===== src/mtcx_pkg.sv =====
// ----------------------------------------------------------------------------
// mtcx_pkg
// Shared types and constants of the MT19937 keystream decryptor.
// ----------------------------------------------------------------------------
package mtcx_pkg;

	localparam int unsigned MtN   = 624;
	localparam int unsigned MtM   = 397;
	localparam int unsigned IdxW  = 10;
	localparam int unsigned WordW = 32;

	localparam logic [IdxW-1:0] IdxLast  = IdxW'(MtN - 1);
	localparam logic [IdxW:0]   FarOffs  = (IdxW+1)'(MtM);
	localparam logic [IdxW:0]   NWide    = (IdxW+1)'(MtN);

	localparam logic [WordW-1:0] MtMatrix   = 32'h9908_B0DF;
	localparam logic [WordW-1:0] MtInitMult = 32'h6C07_8965;
	localparam logic [WordW-1:0] TemperB    = 32'h9D2C_5680;
	localparam logic [WordW-1:0] TemperC    = 32'hEFC6_0000;
	localparam logic [WordW-1:0] ChainInit  = 32'h4341_5046;

	typedef enum logic [2:0] {
		ST_IDLE,
		ST_SEED,
		ST_RD0,
		ST_RD1,
		ST_RD2,
		ST_CALC
	} mtcx_state_t;

	typedef enum logic [1:0] {
		RD_POS,
		RD_NEXT,
		RD_FAR
	} mtcx_rd_sel_t;

	typedef struct packed {
		logic         load;
		logic         seed_init;
		logic         seed_step;
		logic         rd_en;
		mtcx_rd_sel_t rd_sel;
		logic         lat_cur;
		logic         lat_nxt;
		logic         commit;
	} mtcx_cmd_t;

	typedef struct packed {
		logic seeded;
		logic seed_last;
		logic out_free;
	} mtcx_status_t;

endpackage


===== src/mtcx_ctrl.sv =====
// ----------------------------------------------------------------------------
// mtcx_ctrl
// Sequencer: accepts one word, seeds the state memory when needed, then
// steps the three state reads and the final twist-temper-xor commit.
// ----------------------------------------------------------------------------
module mtcx_ctrl
	import mtcx_pkg::*;
(
	input  logic         clk,
	input  logic         arst_n,
	input  logic         in_valid,
	input  logic         in_start,
	output logic         in_ready,
	input  mtcx_status_t status,
	output mtcx_cmd_t    cmd
);

	mtcx_state_t state_q, state_d;

	always_ff @(posedge clk or negedge arst_n) begin
		if (!arst_n) begin
			state_q <= ST_IDLE;
		end else begin
			state_q <= state_d;
		end
	end

	always_comb begin
		state_d       = state_q;
		in_ready      = 1'b0;
		cmd.load      = 1'b0;
		cmd.seed_init = 1'b0;
		cmd.seed_step = 1'b0;
		cmd.rd_en     = 1'b0;
		cmd.rd_sel    = RD_POS;
		cmd.lat_cur   = 1'b0;
		cmd.lat_nxt   = 1'b0;
		cmd.commit    = 1'b0;
		unique case (state_q)
			ST_IDLE: begin
				in_ready = 1'b1;
				if (in_valid) begin
					cmd.load = 1'b1;
					if (in_start || !status.seeded) begin
						cmd.seed_init = 1'b1;
						state_d       = ST_SEED;
					end else begin
						state_d = ST_RD0;
					end
				end
			end
			ST_SEED: begin
				cmd.seed_step = 1'b1;
				if (status.seed_last) begin
					state_d = ST_RD0;
				end
			end
			ST_RD0: begin
				cmd.rd_en  = 1'b1;
				cmd.rd_sel = RD_POS;
				state_d    = ST_RD1;
			end
			ST_RD1: begin
				cmd.rd_en   = 1'b1;
				cmd.rd_sel  = RD_NEXT;
				cmd.lat_cur = 1'b1;
				state_d     = ST_RD2;
			end
			ST_RD2: begin
				cmd.rd_en   = 1'b1;
				cmd.rd_sel  = RD_FAR;
				cmd.lat_nxt = 1'b1;
				state_d     = ST_CALC;
			end
			ST_CALC: begin
				if (status.out_free) begin
					cmd.commit = 1'b1;
					state_d    = ST_IDLE;
				end
			end
			default: begin
				state_d = ST_IDLE;
			end
		endcase
	end

endmodule


===== config.mk =====
export PLATFORM = sky130hd
export DESIGN_NAME = mtcx_ctrl
export DESIGN_NICKNAME = d
export VERILOG_FILES = /design/src/mtcx_pkg.sv /design/src/mtcx_ctrl.sv
export SDC_FILE = /design/constraint.sdc
export NUM_CORES = 1
export LEC_CHECK = 0
export BUFFER_PORTS_ARGS = -buffer_cell sky130_fd_sc_hd__buf_2
export CAP_MARGIN = 20
export CORE_AREA = 4 4 41 43
export CTS_CLUSTER_SIZE = 28
export DETAILED_ROUTE_END_ITERATION = 8
export DIE_AREA = 0 0 45 47
export PLACE_DENSITY_LB_ADDON = 0.08
export SLEW_MARGIN = 20
export SYNTH_ARGS = -nofsm -noshare
export SYNTH_HDL_FRONTEND = slang
export SYNTH_SLANG_ARGS = --single-unit

===== constraint.sdc =====
create_clock -name clk -period 2.28 [get_ports clk]
set_clock_uncertainty 0.15 [all_clocks]
set_input_delay 0.228 -clock clk [delete_from_list [all_inputs] [get_ports clk]]
set_output_delay 0.228 -clock clk [all_outputs]
set_load 0.005 [all_outputs]

* Word-level counts from Yosys, hierarchy flattened
Index checks and enable logic that the tools add are counted.
** Cells by class
- Equality and inequality tests :: 8
- Mux-type cells :: 15
- Reductions and logical operators :: 4
** Operators by type and width (count)
- case mux 3 bit (6 select lines) :: 1
- two-way mux 3 bit :: 3
- case mux 3 bit (3 select lines) :: 1
- two-way mux 1 bit :: 7
- == test 3 x 2 -> 1 bit, second input constant :: 2
- == test 3 bit, second input constant :: 2
- two-way mux 2 bit :: 3
- inequality test 2 bit, second input constant :: 3
- == test 3 x 1 -> 1 bit, second input constant :: 1
- logical NOT 3 bit :: 1
- AND reduction 3 bit :: 1
- logical NOT 1 bit :: 1
- logical OR 1 bit :: 1
** Storage, ports and cells
- Register bits :: 3
- Output and inout bits :: 10

* Depth between registers and ports, before layout
- Depth in word-level cells :: 5
- Mapped depth :: 4

* Least setup slack after synthesis
No wires, ideal clock.
- Kind :: flip-flop to output port
- Start :: register state_q[2]
- End :: output cmd[7] (netlist name)
- Data arrival time :: 926 ps
- Data required time :: 1902 ps
- Path slack :: 976 ps
- Stages on the path, launching flop included :: 4
- Path buffers :: 1
- Cell sequence :: dfrtp_1 buf_6 nor3_2 and3_1
** RTL lines
- from (decl) :: RTL line mtcx_ctrl.sv:18 : mtcx_state_t state_q, state_d;
- from (signal assigned) :: RTL line mtcx_ctrl.sv:24 : state_q <= state_d;
- to (decl) :: RTL line mtcx_ctrl.sv:15 : output mtcx_cmd_t cmd

==> results.toml <==
[outcome]
run_status = "completed"

[worst_setup_path]
reg2reg_depth = 3
cp-start-kind = "flip-flop"
crit_chain = "nor3_2 -> and3_1 -> buf_2"
cp.arrival_ps = 1280
cp.required_ps = 1900
cp_slowest_cell = "dfrtp_1"
crit_fanout = 10
cpPeakStageDelay_ps = 470
critPathKind = "reg2out"
end_kind = "primary output"

[clocking]
post-cts-setup-buffer-count = 0
clkLatencyLatePin_ps = 230
cts.path.max_buffers = 2
cts.sinks = 3
cts_made_buffers = 3
root_buffer = "clkbuf_4"
cts_tree = "yes"
htreeDepth = 1
clkTransAtPathRegs_ps = 40

[floorplanning]
start_util_pct = 18.5
chipWidth_um = 45
die_y_um = 47
io_pins = 17
die-area_mm2 = 0.00212
placementRows = 13
core-area_mm2 = 0.00130

[logic_synthesis]
syn-cell-area_um2 = 240
synth_edf_count = 0
synth_top_area_share_pct = 31.3
ys_top_cells_by_area = "dfrtp_1 (31%), nor2_1 (7.8%), a21o_1 (6.3%)"
avgSynthCellArea_um2 = 7.75
ys.flop_type = "dfrtp_1"
synthesis.nets = 38
synth-seq-cells = 3
yosys.area.top_type = "dfrtp_1"
yosys-top-cells-count = "nor2_1 (5), nand2_1 (4), dfrtp_1 (3)"
ys.warnings.count = 0
synth.most_common_cell = "nor2_1"
synth_cells = 31
ys_async_sr_fraction_pct = 100
synth_cell_types = 19
synth.yosys.seq_area_share_pct = 31.3

[sta]
fin_tns_setup_ps = 0
relSlewSlack_pct = 79.9
worst_slack_ps = 623
hold_violations = 0
period_share_pct = 72.7
fmax_mhz = 604
period_minus_slack_ps = 1660
worst_pin_slew_ps = 301
rsz0062_at_grt = "false"
setup_viol = 0
slew_viol_final = 0

[route]
routed_wl_um = 652
route.detailed.drc = 0
drt_iter0_drc = 8
dr.pass1.iters = 4
dr_total_vias = 273
via_per_inst = 4.27
wl_per_cell_um = 10.2
final_antenna_net_count = 0

[pwr]
sequentialPowerShare_pct = 31.4
switching_share_pct = 41.2
intPower_mw = 0.246
combPwrFrac_pct = 46.4
switchingPower_mw = 0.173
p_per_area_mw_per_mm2 = 1190
p_leak_nw = 0.206
ir_worst_vdd_mv = 0.250
clockPowerShare_pct = 22.2

[placement]
dp_hpwl_um = 502
port_buffers = 16
gp_congestion = 0.661
pre_cts_slack_ps = 855

[cells_and_area]
drive_above_1_share_pct = 40.8
reg_top3 = "state_q x3"
largest_register_ffs = 3
antenna_cells = 0
layout.nets = 57
area_growth_pct = 46.4
largest-register = "state_q"
fill_cells = 154

[global_route]
first_global_vias = 253
grt_max_degree = 11
antenna_found_initial = 0
grt-ovfl-total = 0
grt_pass1_wl_um = 993
gr-usage-all-layers_pct = 7.21

[min_path]
hold_depth = 3
min_path_type = "in2reg"

[flow_run]
maxCapViolations = 0
[final timing paths]
| check | start | endpoint | slack, ps |
|---|---|---|---|
| worst max-delay path | state_q[2]$_DFFE_PN0P_ | cmd[7] | 620 |
| worst min-delay path | status[1] | state_q[1]$_DFFE_PN0P_ | 100 |
| worst max register to register | state_q[0]$_DFFE_PN0P_ | state_q[0]$_DFFE_PN0P_ | 1090 |
| worst min register to register | state_q[1]$_DFFE_PN0P_ | state_q[1]$_DFFE_PN0P_ | 470 |
| max in group asynchronous | arst_n | state_q[1]$_DFFE_PN0P_ | 1700 |
| min in group asynchronous | arst_n | state_q[0]$_DFFE_PN0P_ | 170 |
[stage by stage]
step           util, %  std cells  power [mW]  hold slack [ps]  cell area (um^2)
2_1_floorplan        -         31       0.261             -218               240
3_3_place_gp      24.2         59       0.332             -128               315
3_5_place_dp      24.2         59       0.327             -126               315
4_1_cts           27.0         64       0.428             97.2               352
5_1_grt           27.0         64       0.468              121               352
6_report          27.0         64       0.419              103               352
[power groups by stage]
| stage | registers (mW) | clock network [mW] | logic [mW] |
|---|---|---|---|
| global route | 0.140 | 0.106 | 0.223 |
| detailed placement | 0.133 | 0 | 0.194 |
| global placement | 0.133 | 0 | 0.199 |
| CTS | 0.132 | 0.0972 | 0.199 |
| floorplan | 0.0924 | 0 | 0.168 |
| finish | 0.132 | 0.0930 | 0.194 |
[kinds of logic after synthesis]
logic type | after synthesis | synth area share, %
flops | 3 | 31.2
buf+inv | 4 | 11.5
simple gates | 17 | 38.5
compound gates | 7 | 18.7
[cell usage in the layout, fill, tap and decap left out, types with 2 or more instances in the layout]
cell type and instances:
nor2_1 5, a21o_1 2, dfrtp_1 3, nand2b_1 2, clkbuf_4 3, nand2_1 4, a21oi_1 2, buf_2 16
[worst max-delay path: cells and delay by family (launching register included)]
kind                   cells  cell delay [ps]
and+or+nand+nor            2              470
buffers and inverters      1              100
DFF                        1              470
[layer usage]
metal	up-vias	GRT usage [%]	wire, um
li1	142	-	-
met1	118	7.78	282
met2	11	9.60	302
met3	2	0.766	49
met4	0	12.3	17
met5	-	0	0
[what timing repair did]
item	4_1_cts	5_1_grt
resized for setup	0	0
endpoints found under the hold margin	3	0
hold buffers	1	0
[final cells by class]
class / instances / area [um^2] / share of cell area, %
tap: 15 / 18.8 / 5.34
timing repair buffer: 17 / 90.1 / 25.6
clock buffer: 4 / 26.3 / 7.47
sequential: 3 / 75.1 / 21.4
inverter: 1 / 3.75 / 1.07
multi-input combinational: 24 / 138 / 39.1
Note: power is estimated with default switching activity, not from simulation.
